### src/hdl/bdhd_pkg.sv
// Shared constants, command codes and lane control types for the button debouncer.
package bdhd_pkg;

  localparam int NUM_BUTTONS = 6;
  localparam int PIN_W       = 6;
  localparam int IDX_W       = 3;
  localparam int IDX_RANGE   = 2 ** IDX_W;
  localparam int CMD_W       = 2;
  localparam int CNT_W       = 16;
  localparam int ADDR_W      = 3;
  localparam int DATA_W      = 32;

  localparam logic [CNT_W-1:0] HOLD_RESET = 16'd100;

  // Register word index, taken from paddr[2].
  localparam logic REG_HOLD_TICKS = 1'b0;

  typedef enum logic [CMD_W-1:0] {
    CMD_TICK       = 2'd0,
    CMD_READ_PRESS = 2'd1,
    CMD_READ_HOLD  = 2'd2
  } cmd_e;

  typedef struct packed {
    logic tick;
    logic raw;
    logic clr_press;
    logic clr_hold;
  } lane_ctrl_t;

  typedef struct packed {
    logic stable_q;
    logic stable_d;
    logic press_q;
    logic hold_q;
  } lane_stat_t;

endpackage

### src/hdl/bdhd_cfg_regs.sv
// Configuration register block holding the hold period, written over the APB-style port.
module bdhd_cfg_regs
  import bdhd_pkg::*;
(
  input  logic              clk_i,
  input  logic              rst_ni,
  input  logic              psel,
  input  logic              penable,
  input  logic              pwrite,
  input  logic [ADDR_W-1:0] paddr,
  input  logic [DATA_W-1:0] pwdata,
  output logic [DATA_W-1:0] prdata,
  output logic              pready,
  output logic [CNT_W-1:0]  hold_ticks_o
);

  logic [CNT_W-1:0] hold_ticks_q;
  logic [CNT_W-1:0] hold_ticks_d;
  logic             wr_en;

  assign pready = 1'b1;
  assign wr_en  = psel & penable & pwrite & pready & (paddr[2] == REG_HOLD_TICKS);

  always_comb begin
    hold_ticks_d = hold_ticks_q;
    if (wr_en) begin
      hold_ticks_d = pwdata[CNT_W-1:0];
    end
  end

  always_ff @(posedge clk_i or negedge rst_ni) begin
    if (!rst_ni) begin
      hold_ticks_q <= HOLD_RESET;
    end else begin
      hold_ticks_q <= hold_ticks_d;
    end
  end

  always_comb begin
    prdata = '0;
    if (paddr[2] == REG_HOLD_TICKS) begin
      prdata = {{(DATA_W-CNT_W){1'b0}}, hold_ticks_q};
    end
  end

  assign hold_ticks_o = hold_ticks_q;

endmodule

### src/hdl/bdhd_lane.sv
// One button lane: two-sample debounce, hold countdown, and sticky press and hold flags.
module bdhd_lane
  import bdhd_pkg::*;
(
  input  logic             clk_i,
  input  logic             rst_ni,
  input  lane_ctrl_t       ctrl_i,
  input  logic [CNT_W-1:0] hold_ticks_i,
  output lane_stat_t       stat_o
);

  logic             prev_q,   prev_d;
  logic             stable_q, stable_d;
  logic             press_q,  press_d;
  logic             hold_q,   hold_d;
  logic [CNT_W-1:0] cnt_q,    cnt_d;
  logic             agree;

  assign agree = (ctrl_i.raw == prev_q);

  always_comb begin
    prev_d   = prev_q;
    stable_d = stable_q;
    press_d  = press_q;
    hold_d   = hold_q;
    cnt_d    = cnt_q;
    if (ctrl_i.tick) begin
      prev_d = ctrl_i.raw;
      if (agree && (stable_q != ctrl_i.raw)) begin
        stable_d = ctrl_i.raw;
        if (!ctrl_i.raw) begin
          // Fresh press: arm the countdown and latch the press event.
          cnt_d   = hold_ticks_i;
          press_d = 1'b1;
        end else begin
          hold_d = 1'b0;
        end
      end else if (agree && !ctrl_i.raw) begin
        // Steady press: count down, and on expiry reload so holds repeat.
        if (cnt_q <= CNT_W'(1)) begin
          cnt_d  = hold_ticks_i;
          hold_d = 1'b1;
        end else begin
          cnt_d = cnt_q - CNT_W'(1);
        end
      end
    end
    if (ctrl_i.clr_press) begin
      press_d = 1'b0;
    end
    if (ctrl_i.clr_hold) begin
      hold_d = 1'b0;
    end
  end

  always_ff @(posedge clk_i or negedge rst_ni) begin
    if (!rst_ni) begin
      prev_q   <= 1'b1;
      stable_q <= 1'b1;
      press_q  <= 1'b0;
      hold_q   <= 1'b0;
      cnt_q    <= HOLD_RESET;
    end else begin
      prev_q   <= prev_d;
      stable_q <= stable_d;
      press_q  <= press_d;
      hold_q   <= hold_d;
      cnt_q    <= cnt_d;
    end
  end

  assign stat_o.stable_q = stable_q;
  assign stat_o.stable_d = stable_d;
  assign stat_o.press_q  = press_q;
  assign stat_o.hold_q   = hold_q;

endmodule

### src/hdl/button_debounce_hold_detect.sv
// Top level of the button debouncer with press and repeating hold detection.
//
// This block debounces a bank of active-low push buttons and reports press and
// long-press (hold) events. Each request on the slave stream is either a sample
// tick, which carries the raw pin levels, or a query that reads and clears one
// button's sticky press or hold flag. A button's level is accepted only when two
// successive ticks agree. A debounced press sets the press flag and loads the
// button's countdown from the hold_ticks register; every further steady pressed
// tick counts it down, and on expiry it reloads and sets the hold flag, so holds
// repeat for as long as the button is held. A debounced release clears the hold
// flag. Every request produces exactly one result on the master stream, carrying
// the queried flag (zero for ticks and unknown commands or buttons) and the
// debounced pressed state after the request. A request is captured in an input
// register, and then all button lanes update in parallel into the result
// register, so the block takes one request per clock cycle while the master
// stream accepts results; the only thing that slows it is back-pressure on the master
// stream. The hold period register should be written while the block is idle and
// applies from the next countdown load or reload.
module button_debounce_hold_detect
  import bdhd_pkg::*;
(
  input  logic              clk_i,
  input  logic              rst_ni,
  // Slave stream: requests
  input  logic              s_axis_tvalid,
  output logic              s_axis_tready,
  input  logic [15:0]       s_axis_tdata,   // [5:0] pin_levels, [8:6] button_index
  input  logic [CMD_W-1:0]  s_axis_tuser,   // [1:0] command
  // Master stream: results
  output logic              m_axis_tvalid,
  input  logic              m_axis_tready,
  output logic [7:0]        m_axis_tdata,   // [0] query_flag, [6:1] debounced_pressed
  // Configuration port
  input  logic              psel,
  input  logic              penable,
  input  logic              pwrite,
  input  logic [ADDR_W-1:0] paddr,
  input  logic [DATA_W-1:0] pwdata,
  output logic [DATA_W-1:0] prdata,
  output logic              pready
);

  logic [CNT_W-1:0]       hold_ticks;

  logic                   in_valid_q, in_valid_d;
  cmd_e                   in_cmd_q;
  logic [PIN_W-1:0]       in_pins_q;
  logic [IDX_W-1:0]       in_idx_q;
  logic                   in_accept;
  logic                   advance;

  logic                   out_valid_q, out_valid_d;
  logic                   out_flag_q;
  logic [PIN_W-1:0]       out_deb_q;

  lane_ctrl_t             lane_ctrl [NUM_BUTTONS];
  lane_stat_t             lane_stat [NUM_BUTTONS];
  logic [NUM_BUTTONS-1:0] sel_vec;
  logic [NUM_BUTTONS-1:0] press_vec;
  logic [NUM_BUTTONS-1:0] hold_vec;
  logic [NUM_BUTTONS-1:0] stable_vec;
  logic [PIN_W-1:0]       deb_next;
  logic                   flag_next;
  logic                   is_tick;

  bdhd_cfg_regs u_cfg (
    .clk_i        (clk_i),
    .rst_ni       (rst_ni),
    .psel         (psel),
    .penable      (penable),
    .pwrite       (pwrite),
    .paddr        (paddr),
    .pwdata       (pwdata),
    .prdata       (prdata),
    .pready       (pready),
    .hold_ticks_o (hold_ticks)
  );

  // The input register moves on whenever the result register is free or drains.
  assign advance       = in_valid_q & (~out_valid_q | m_axis_tready);
  assign s_axis_tready = ~in_valid_q | advance;
  assign in_accept     = s_axis_tvalid & s_axis_tready;

  always_comb begin
    in_valid_d = in_valid_q;
    if (in_accept) begin
      in_valid_d = 1'b1;
    end else if (advance) begin
      in_valid_d = 1'b0;
    end
  end

  always_ff @(posedge clk_i or negedge rst_ni) begin
    if (!rst_ni) begin
      in_valid_q <= 1'b0;
    end else begin
      in_valid_q <= in_valid_d;
    end
  end

  always_ff @(posedge clk_i) begin
    if (in_accept) begin
      in_cmd_q  <= cmd_e'(s_axis_tuser);
      in_pins_q <= s_axis_tdata[PIN_W-1:0];
      in_idx_q  <= s_axis_tdata[PIN_W+IDX_W-1:PIN_W];
    end
  end

  assign is_tick = advance & (in_cmd_q == CMD_TICK);

  // Button lanes. Buttons without a pin see a released level; buttons that the
  // index field cannot address are never selected by a query.
  for (genvar i = 0; i < NUM_BUTTONS; i++) begin : g_lane
    if (i < PIN_W) begin : g_pin
      assign lane_ctrl[i].raw = in_pins_q[i];
    end else begin : g_nopin
      assign lane_ctrl[i].raw = 1'b1;
    end
    if (i < IDX_RANGE) begin : g_sel
      assign sel_vec[i] = (in_idx_q == IDX_W'(i));
    end else begin : g_nosel
      assign sel_vec[i] = 1'b0;
    end
    assign lane_ctrl[i].tick      = is_tick;
    assign lane_ctrl[i].clr_press = advance & (in_cmd_q == CMD_READ_PRESS) & sel_vec[i];
    assign lane_ctrl[i].clr_hold  = advance & (in_cmd_q == CMD_READ_HOLD) & sel_vec[i];

    bdhd_lane u_lane (
      .clk_i        (clk_i),
      .rst_ni       (rst_ni),
      .ctrl_i       (lane_ctrl[i]),
      .hold_ticks_i (hold_ticks),
      .stat_o       (lane_stat[i])
    );

    assign press_vec[i]  = lane_stat[i].press_q;
    assign hold_vec[i]   = lane_stat[i].hold_q;
    assign stable_vec[i] = lane_stat[i].stable_q;
  end

  // Debounced pressed state after this request; only the first PIN_W buttons show.
  for (genvar b = 0; b < PIN_W; b++) begin : g_deb
    if (b < NUM_BUTTONS) begin : g_btn
      assign deb_next[b] = ~lane_stat[b].stable_d;
    end else begin : g_none
      assign deb_next[b] = 1'b0;
    end
  end

  always_comb begin
    case (in_cmd_q)
      CMD_READ_PRESS: flag_next = |(press_vec & sel_vec);
      CMD_READ_HOLD:  flag_next = |(hold_vec & sel_vec);
      default:        flag_next = 1'b0;
    endcase
  end

  always_comb begin
    out_valid_d = out_valid_q;
    if (advance) begin
      out_valid_d = 1'b1;
    end else if (m_axis_tready) begin
      out_valid_d = 1'b0;
    end
  end

  always_ff @(posedge clk_i or negedge rst_ni) begin
    if (!rst_ni) begin
      out_valid_q <= 1'b0;
    end else begin
      out_valid_q <= out_valid_d;
    end
  end

  always_ff @(posedge clk_i) begin
    if (advance) begin
      out_flag_q <= flag_next;
      out_deb_q  <= deb_next;
    end
  end

  assign m_axis_tvalid = out_valid_q;
  assign m_axis_tdata  = {1'b0, out_deb_q, out_flag_q};

  // A sample tick always reports a clear query flag.
  assert property (@(posedge clk_i) disable iff (!rst_ni)
    (advance && (in_cmd_q == CMD_TICK)) |=> (m_axis_tdata[0] == 1'b0))
    else $error("sample tick produced a set query flag");

  // Requests are refused only when both registers are full and the output stalls.
  assert property (@(posedge clk_i) disable iff (!rst_ni)
    !s_axis_tready |-> (in_valid_q && out_valid_q && !m_axis_tready))
    else $error("input refused while the pipeline could move");

  // Queries and idle cycles never change the debounced state.
  assert property (@(posedge clk_i) disable iff (!rst_ni)
    !is_tick |=> $stable(stable_vec))
    else $error("debounced state changed without a sample tick");

  // A hold flag can only be set on a button that is debounced as pressed.
  assert property (@(posedge clk_i) disable iff (!rst_ni)
    (hold_vec & stable_vec) == '0)
    else $error("hold flag set on a released button");

endmodule

### config.mk
export PLATFORM = sky130hd
export DESIGN_NAME = button_debounce_hold_detect
export DESIGN_NICKNAME = d
export VERILOG_FILES = /design/src/hdl/bdhd_pkg.sv /design/src/hdl/bdhd_cfg_regs.sv /design/src/hdl/bdhd_lane.sv /design/src/hdl/button_debounce_hold_detect.sv
export SDC_FILE = /design/constraint.sdc
export NUM_CORES = 1
export LEC_CHECK = 0
export BUFFER_PORTS_ARGS = -buffer_cell sky130_fd_sc_hd__buf_2
export CAP_MARGIN = 10
export CORE_UTILIZATION = 40
export DETAILED_ROUTE_END_ITERATION = 10
export SYNTH_ARGS = -nofsm -noshare
export SYNTH_HDL_FRONTEND = slang
export SYNTH_SLANG_ARGS = --single-unit
### constraint.sdc
create_clock -name clk_i -period 7.7 [get_ports clk_i]
set_clock_uncertainty 0.15 [all_clocks]
set_input_delay 1.155 -clock clk_i [delete_from_list [all_inputs] [get_ports clk_i]]
set_output_delay 1.155 -clock clk_i [all_outputs]
set_load 0.01 [all_outputs]
==> impl_metrics.py, run 1 <==
metrics = {
    "outcome": {
        "status": "finished, final reports clean",
    },
    "global_routing": {
        "met2_usage_pct": 32.38,
        "grt_overflow": 0,
        "grt_pass1_vias": 7345,
        "grtUsageMet1_pct": 32.33,
        "grt_pass1_wl_um": 41090,
        "use_met3_pct": 4.861,
        "grt_busiest_layer": "met2",
        "antenna_found_initial": 1,
        "grt_max_degree": 75,
        "gr-usage-all-layers_pct": 22.04,
    },
    "worst_setup_path": {
        "crit_fanout": 19,
        "r2r-start": "in_cmd_q[0]",
        "endpoint_kind": "flop",
        "startpoint_type": "flop",
        "required_ps": 7930,
        "crit_type": "reg2reg",
        "reg2regPathDepth": 7,
        "rrSetupSlack_ps": 4470,
        "reg2reg_to": "g_lane[2].u_lane.cnt_q[15]",
        "arrival_ps": 3460,
        "worstSetupStartpoint": "in_cmd_q[0]",
    },
    "cells_and_area": {
        "insertedDiodeCount": 0,
        "drive_gt1_share_pct": 14.34,
        "layoutNonFillerInstCount": 1393,
        "final_nets": 1148,
        "area_delta_synth_final_pct": 10.09,
        "design_area_sq_um": 10470,
        "fin_util_pct": 44.73,
    },
    "clock_network": {
        "cts_setup_buffers": 0,
        "clk_latency_ps": 440,
        "cts_made_buffers": 17,
        "clockBufferDepth": 2,
        "cts_tree": "yes",
        "cts.sinks": 156,
        "clk_pin_slew_ps": 70,
        "cts_hold_buf": 0,
        "cts_resized": 0,
        "htree_levels": 4,
        "cts_root_buffer": "clkbuf_16",
    },
    "job": {
        "cap_violations": 0,
    },
    "route": {
        "drc": 0,
        "wl_per_cell_um": 18.60,
        "ant_nets": 0,
        "drt_first_pass_iters": 5,
        "routed_wl_um": 25920,
        "vias": 8122,
        "viasPerCell": 5.831,
        "drtIter0Drc": 686,
    },
    "placed_design": {
        "routabilityCongestion": 0.8125,
        "place.port_buffers": 59,
        "placed_cells": 1360,
        "dpl.hpwl_um": 16860,
        "post_dp_cell_area_sq_um": 9920,
    },
    "yosys": {
        "postSynthRegisterBits": 156,
        "netlist_instances": 1035,
        "synth_top_area_share_pct": 27.63,
        "ys_seq_area_share_pct": 42.43,
        "ys.flop_type": "dfrtp_1",
        "ys_warn_count": 0,
        "synth_area_sq_um": 9509,
        "ys_top_cells_by_count": "dfrtp_1 (105), nand2_1 (69), a21oi_1 (63)",
        "ys_types": 73,
        "async_flop_share_pct": 88.46,
        "yosysTopAreaCell": "dfrtp_1",
        "syn-mean-instance-area_sq_um": 9.188,
        "synth_edf_count": 18,
        "synth.most_common_cell": "dfrtp_1",
        "synthTopCellsByArea": "dfrtp_1 (28%), dfstp_2 (9.1%), edfxtp_1 (5.7%)",
    },
    "sta": {
        "fin_crit_sh_pct": 41.90,
        "drv_slew": 0,
        "slew_headroom_pct": 20.89,
        "hold_viol_final": 0,
        "min_period_ps": 3227,
        "worstMarginPinSlew_ps": 1179,
        "setup_viol": 0,
        "fmax_mhz": 309.9,
        "rsz0062_at_grt": "no",
        "setup_tns_ps": 0,
    },
    "floorplanning": {
        "die_x_um": 156.2,
        "core_sq_um": 23400,
        "ios": 103,
        "die_area_sq_um": 24390,
        "start_util_pct": 40.63,
        "die_h_um": 156.2,
        "rows": 56,
    },
    "hold_path": {
        "hold_class": "reg2reg",
        "hold_end": "g_lane[2].u_lane.cnt_q[14]",
        "min-delay-start": "g_lane[2].u_lane.cnt_q[14]",
        "holdPathStages": 1,
    },
    "power_and_ir_drop": {
        "p_per_area_nw_per_um2": 309.6,
        "p_leak_nw": 4.407,
        "ir_drop_v": 0.0001757,
    },
}
==> worst max-delay path by stage <==
| stage | endpoint | slack, ps | depth (start not counted) |
|---|---|---|---|
| after global placement | g_lane[2].u_lane.cnt_q[15] | 4070 | 7 |
| after CTS | g_lane[2].u_lane.cnt_q[15] | 4440 | 7 |
| final | g_lane[2].u_lane.cnt_q[15] | 4470 | 7 |
| after global routing | g_lane[2].u_lane.cnt_q[15] | 4230 | 7 |
| after detailed placement | g_lane[2].u_lane.cnt_q[15] | 4030 | 7 |
| after floorplan | prdata[10] | 4860 | 2 |
==> critical path, stage by stage (launching register included) <==
cell and delay (ps):
edfxtp_1 380, inv_1 90, ha_1 130, and2_1 520, and2_1 680, nand2_1 490, or4_1 610, nand3_1 90
==> area by class of cell <==
cell class              instances  area (sq um)
fillers                      2331         12930
multi-input cells             762          4928
flip-flops and latches        156          4035
clock buffers                  23         478.0
well taps                     319         399.1
repair buffers                 64         339.1
inverters                      60         225.2
clock inverters                 9         63.81
==> routing by layer <==
layer | part of all wire (%) | routed length (um) | vias up
met2 | 43 | 11060 | 251
met4 | 1.5 | 393 | 2
met1 | 50 | 12880 | 3973
met5 | 0.035 | 9 | -
met3 | 6.1 | 1575 | 32
li1 | - | - | 3864
==> cell usage in the layout (no fill, tap or decap), types with 14 or more instances in the layout <==
cell type	Yosys	final
nand2_1	69	69
nand3_1	56	56
inv_1	60	60
buf_2	7	58
a211o_1	14	14
a22oi_1	17	17
dfstp_2	33	33
o21ai_0	57	56
nor4_1	22	22
mux2_2	16	16
nor2b_1	27	27
a21oi_1	63	63
clkbuf_16	0	17
a2bb2oi_1	29	29
nor2_1	56	56
and3_1	27	27
nor3_1	30	30
mux2i_1	41	41
conb_1	2	18
dfrtp_1	105	105
or3_1	19	19
or4_1	17	17
edfxtp_1	18	18
ha_1	27	27
==> stage by stage <==
stage,power (W),hold WS (ps),setup slack (ps)
2_1_floorplan,0.002117,306.5,4856
3_3_place_gp,0.002415,324.0,4066
3_5_place_dp,0.002434,324.7,4029
4_1_cts,0.003241,344.2,4437
5_1_grt,0.003449,372.7,4230
6_report,0.003241,344.5,4473
==> power breakdown <==
| part | switching (W) | internal [W] | leakage [nW] | total, W |
|---|---|---|---|---|
| clock | 0.000361 | 0.000438 | 0.260 | 0.000799 |
| sequential | 0.000345 | 0.00114 | 1.79 | 0.00148 |
| combinational | 0.000556 | 0.000405 | 2.35 | 0.000961 |
| total | 0.00126 | 0.00198 | 4.41 | 0.00324 |
==> logic make-up after synthesis <==
logic type | synth area share (%)
and+or+nand+nor | 21.25
AOI/OAI and AO/OA | 19.92
DFF | 42.43
buffers and inverters | 6.368
muxes | 6.210
adders and majority gates | 3.553
other | 0.07898
xor gates and xnor gates | 0.1842
==> state kept, by name (all words and copies together), names as in the netlist <==
| signal | cells |
|---|---|
| g_lane.u_lane.prev_q | 6 |
| g_lane.u_lane.hold_q | 6 |
| in_idx_q | 3 |
| in_valid_q | 1 |
| in_pins_q | 6 |
| u_cfg.hold_ticks_o | 16 |
| in_cmd_q | 2 |
| out_flag_q | 1 |
| g_lane.u_lane.cnt_q | 96 |
| out_deb_q | 6 |
| g_lane.u_lane.stable_q | 6 |
| g_lane.u_lane.press_q | 6 |
| m_axis_tvalid | 1 |
No activity file was read; power rests on OpenSTA's default activity.
==> inputs of run 2 (changes only) <==
clock period = 3.2 ns   (was 7.7 ns; I/O delays follow)
==> impl_metrics.py, run 2 (same netlist as run 1, synthesis figures left out) <==
metrics = {
    "outcome": {
        "status": "finished, final reports clean",
    },
    "worst_setup_path": {
        "crit_chain": "or4_1 > or4b_4 > o21ai_2 > buf_4 > a21oi_2 > a311o_1",
        "slowest_stage": "or4_1",
        "reg2regPathDepth": 6,
        "cpPeakStageDelay_ps": 660,
        "rrSetupSlack_ps": 470,
        "r2r-start": "g_lane[0].u_lane.cnt_q[7]",
        "crit_type": "reg2reg",
        "reg2reg_to": "g_lane[0].u_lane.cnt_q[12]",
        "endpoint_kind": "flop",
        "startpoint_type": "flop",
        "arrival_ps": 2900,
        "required_ps": 3370,
        "crit_fanout": 13,
    },
    "cells_and_area": {
        "insertedDiodeCount": 0,
        "layoutNonFillerInstCount": 1426,
        "largest_reg_flops": 96,
        "drive_gt1_share_pct": 16.89,
        "regMostFlops": "g_lane.u_lane.cnt_q",
        "area_delta_synth_final_pct": 13.43,
        "final_cell_mix": "dfrtp_1 (105), nand2_1 (69), a21oi_1 (63)",
        "final_nets": 1181,
        "final_common_cell": "dfrtp_1",
    },
    "global_routing": {
        "grt_overflow": 0,
        "grt_pass1_vias": 7659,
        "gr-usage-all-layers_pct": 22.61,
        "grt_max_degree": 62,
        "antenna_found_initial": 1,
        "grt_pass1_wl_um": 42120,
    },
    "clock_network": {
        "cts_made_buffers": 17,
        "clk_latency_ps": 430,
        "clockBufferDepth": 2,
        "htree_levels": 4,
        "cts_tree": "yes",
        "cts.sinks": 156,
        "cts_setup_buffers": 0,
        "cts_root_buffer": "clkbuf_16",
        "clk_pin_slew_ps": 70,
    },
    "floorplanning": {
        "rows": 56,
        "die_area_sq_um": 24390,
        "ios": 103,
        "core_sq_um": 23400,
        "start_util_pct": 40.63,
        "die_x_um": 156.2,
        "die_h_um": 156.2,
    },
    "sta": {
        "rsz0062_at_grt": "no",
        "fmax_mhz": 366.7,
        "worstMarginPinSlew_ps": 846.9,
        "min_period_ps": 2727,
        "setup_tns_ps": 0,
        "hold_viol_final": 0,
        "slew_headroom_pct": 43.42,
        "drv_slew": 0,
        "fin_crit_sh_pct": 85.21,
        "hold_slack_ps": 73.68,
        "setup_viol": 0,
    },
    "route": {
        "drc": 0,
        "viasPerCell": 5.847,
        "drtIter0Drc": 552,
        "vias": 8338,
        "ant_nets": 0,
        "wl_per_cell_um": 18.56,
        "routed_wl_um": 26460,
        "drt_first_pass_iters": 5,
    },
    "hold_path": {
        "hold_class": "in2reg",
        "holdPathStages": 1,
        "min-delay-start": "s_axis_tuser[0]",
        "hold_end": "in_cmd_q[0]",
    },
    "placed_design": {
        "routabilityCongestion": 0.8597,
        "dpl.hpwl_um": 18070,
        "place.port_buffers": 59,
        "placed_cells": 1393,
    },
    "power_and_ir_drop": {
        "fin_total_pwr_w": 0.008036,
        "p_leak_nw": 4.592,
        "ir_drop_v": 0.0003238,
        "p_per_area_nw_per_um2": 745.0,
    },
    "job": {
        "cap_violations": 0,
    },
}
==> run 2: power breakdown <==
group | switching, W | internal [W]
clock network | 0.000882 | 0.00118
registers | 0.000810 | 0.00273
logic | 0.00139 | 0.00105
==> run 2: area by class of cell <==
| class | count | area, sq um |
|---|---|---|
| clock buffer | 20 | 446.7 |
| clock inverter | 12 | 137.6 |
| fill | 2258 | 12620 |
| inverter | 60 | 225.2 |
| multi-input combinational | 762 | 4928 |
| sequential | 156 | 4035 |
| tap | 319 | 399.1 |
| timing repair buffer | 97 | 614.3 |
==> run 2: metal layers <==
metal / global-route usage, % / wire length, um / vias to the layer above
met5: 0 / 0 / -
met4: 6.443 / 456 / 0
met3: 3.861 / 1581 / 29
met2: 34.76 / 11640 / 280
met1: 32.45 / 12790 / 4106
li1: - / - / 3923
==> run 2: stage by stage <==
step	instance area [sq um]	util, %	setup WS (ps)
floorplan	9569	-	696.5
global placement	10190	43.55	516.0
detailed placement	10190	43.55	492.1
CTS	10790	46.09	480.4
global route	10790	46.09	362.1
finish	10790	46.09	473.2
==> run 2: worst max-delay path: cells and delay by family, from the launching register on <==
| family | cells | cell delay, ps |
|---|---|---|
| buf+inv | 1 | 220 |
| simple gates | 2 | 1270 |
| compound gates | 3 | 580 |
| flops | 1 | 400 |
==> run 2: what timing repair did <==
item | in CTS | in global routing
endpoints found under the hold margin | 47 | 0
gates resized for setup | 0 | 0
setup endpoints to repair | 0 | 0
hold buffers | 1 | 0
==> run 2: how the worst max path moves through the flow <==
| stage | from | endpoint | slack, ps |
|---|---|---|---|
| after detailed placement | g_lane[0].u_lane.cnt_q[7] | g_lane[0].u_lane.cnt_q[12] | 490 |
| after global placement | g_lane[0].u_lane.cnt_q[7] | g_lane[0].u_lane.cnt_q[12] | 520 |
| after floorplan | g_lane[0].u_lane.cnt_q[7] | g_lane[0].u_lane.cnt_q[14] | 700 |
| after global routing | g_lane[0].u_lane.cnt_q[0] | g_lane[0].u_lane.cnt_q[12] | 360 |
| final | g_lane[0].u_lane.cnt_q[7] | g_lane[0].u_lane.cnt_q[12] | 470 |
| after CTS | g_lane[0].u_lane.cnt_q[7] | g_lane[0].u_lane.cnt_q[12] | 480 |
==> inputs of run 3 (changes only) <==
CTS_BUF_LIST = sky130_fd_sc_hd__clkbuf_16   (was not set)
==> impl_metrics.py, run 3 (same netlist as run 1, synthesis figures left out) <==
metrics = {
    "route": {
        "wl_per_cell_um": 18.63,
        "viasPerCell": 5.827,
        "drtIter0Drc": 638,
        "drc": 0,
        "ant_nets": 0,
        "vias": 8310,
        "routed_wl_um": 26570,
        "drt_first_pass_iters": 5,
    },
    "clock_network": {
        "cts_root_buffer": "clkbuf_16",
        "cts_made_buffers": 17,
        "htree_levels": 4,
        "cts.sinks": 156,
        "cts_resized": 0,
        "clk_pin_slew_ps": 70,
        "cts_tree": "yes",
        "clk_latency_ps": 430,
        "clockBufferDepth": 2,
    },
    "power_and_ir_drop": {
        "seq_power_share_pct": 44.3,
        "p_per_area_nw_per_um2": 743.4,
        "p_sw_share_pct": 38.50,
        "p_sw_w": 0.003084,
        "ir_drop_v": 0.0003110,
        "p_clk_share_pct": 25.3,
        "p_leak_nw": 4.595,
        "internal_power_w": 0.004927,
        "comb_power_share_pct": 30.4,
    },
    "cells_and_area": {
        "final_nets": 1181,
        "largest_reg_flops": 96,
        "insertedDiodeCount": 0,
        "regMostFlops": "g_lane.u_lane.cnt_q",
        "fin_util_pct": 46.05,
        "final_cell_mix": "dfrtp_1 (105), nand2_1 (69), a21oi_1 (63)",
        "nFillCells": 2259,
        "drive_gt1_share_pct": 16.80,
        "area_delta_synth_final_pct": 13.33,
        "final_common_cell": "dfrtp_1",
    },
    "floorplanning": {
        "die_area_sq_um": 24390,
        "rows": 56,
        "start_util_pct": 40.63,
        "ios": 103,
        "die_h_um": 156.2,
        "core_sq_um": 23400,
        "die_x_um": 156.2,
    },
    "hold_path": {
        "hold_end": "in_cmd_q[0]",
        "holdPathStages": 1,
        "hold_class": "in2reg",
        "min-delay-start": "s_axis_tuser[0]",
    },
    "global_routing": {
        "antenna_found_initial": 1,
        "grt_max_degree": 62,
        "gr-usage-all-layers_pct": 22.62,
        "grt_pass1_vias": 7661,
        "grt_pass1_wl_um": 42120,
        "grt_overflow": 0,
    },
    "placed_design": {
        "routabilityCongestion": 0.8597,
        "dpl.hpwl_um": 18070,
        "place.port_buffers": 59,
    },
    "sta": {
        "setup_viol": 0,
        "min_period_ps": 2729,
        "worstMarginPinSlew_ps": 842.3,
        "setup_tns_ps": 0,
        "hold_slack_ps": 77.10,
        "fmax_mhz": 366.4,
        "slew_headroom_pct": 43.85,
        "hold_viol_final": 0,
        "rsz0062_at_grt": "no",
        "fin_crit_sh_pct": 85.29,
        "drv_slew": 0,
    },
    "worst_setup_path": {
        "arrival_ps": 2900,
        "r2r-start": "g_lane[0].u_lane.cnt_q[7]",
        "rrSetupSlack_ps": 470,
        "reg2regPathDepth": 6,
        "cpPeakStageDelay_ps": 660,
        "startpoint_type": "flop",
        "slowest_stage": "or4_1",
        "crit_chain": "or4_1 > or4b_4 > o21ai_2 > buf_4 > a21oi_2 > a311o_1",
        "crit_type": "reg2reg",
        "endpoint_kind": "flop",
        "reg2reg_to": "g_lane[0].u_lane.cnt_q[12]",
        "required_ps": 3370,
        "crit_fanout": 13,
        "critPathTopFamily": "simple AND/OR/NAND/NOR gates",
        "path_depth": 6,
        "crit_buf_inv": 1,
    },
    "outcome": {
        "status": "finished, final reports clean",
    },
    "job": {
        "cap_violations": 0,
    },
}
[run 3: cell count changes in the layout (fill, tap and decap cells not counted), sizes merged]
cell	previous run	this run
inv	63	65
clkinv	3	4
clkbuf	20	17
[run 3: power groups by stage]
stage / logic (W) / registers (W) / clock network, W
finish: 0.00243 / 0.00355 / 0.00203
global placement: 0.00236 / 0.00354 / 0
CTS: 0.00243 / 0.00354 / 0.00206
detailed placement: 0.00242 / 0.00355 / 0
global route: 0.00273 / 0.00365 / 0.00214
floorplan: 0.00184 / 0.00325 / 0
[run 3: cell type report]
cell class                      count  area (sq um)  share of cell area (%)
Timing Repair Buffer               97         614.3                   5.701
Tap cell                          319         399.1                   3.704
Sequential cell                   156          4035                   37.44
Inverter                           60         225.2                   2.090
Multi-Input combinational cell    762          4928                   45.73
Clock inverter                     15         148.9                   1.382
Clock buffer                       17         425.4                   3.948
[run 3: timing repair]
| action | 4_1_cts | 5_1_grt |
|---|---|---|
| buffers inserted | 0 | 0 |
| hold endpoints to repair | 47 | 0 |
| hold buffers | 1 | 0 |
[run 3: layer usage]
layer	vias to the layer above	part of all wire [%]	wire length, um	GRT usage [%]
met3	26	5.7	1518	4.278
li1	3927	-	-	-
met2	269	44	11760	34.76
met1	4088	49	12890	32.43
met5	-	0	0	0
met4	0	1.5	403	5.882
[run 3: stage by stage]
step / cells / area (sq um) / power (W) / worst slack [ps]
floorplan: 1051 / 9569 / 0.005095 / 696.5
global placement: 1393 / 10190 / 0.005906 / 516.0
detailed placement: 1393 / 10190 / 0.005972 / 492.1
CTS: 1426 / 10780 / 0.008025 / 480.6
global route: 1426 / 10780 / 0.008526 / 362.2
finish: 1426 / 10780 / 0.008012 / 470.6
[run 3: worst max-delay path by stage]
stage | start | slack [ps] | end
final | g_lane[0].u_lane.cnt_q[7] | 470 | g_lane[0].u_lane.cnt_q[12]
after global routing | g_lane[0].u_lane.cnt_q[0] | 360 | g_lane[0].u_lane.cnt_q[12]
after CTS | g_lane[0].u_lane.cnt_q[7] | 480 | g_lane[0].u_lane.cnt_q[12]
after detailed placement | g_lane[0].u_lane.cnt_q[7] | 490 | g_lane[0].u_lane.cnt_q[12]
after global placement | g_lane[0].u_lane.cnt_q[7] | 520 | g_lane[0].u_lane.cnt_q[12]
after floorplan | g_lane[0].u_lane.cnt_q[7] | 700 | g_lane[0].u_lane.cnt_q[14]
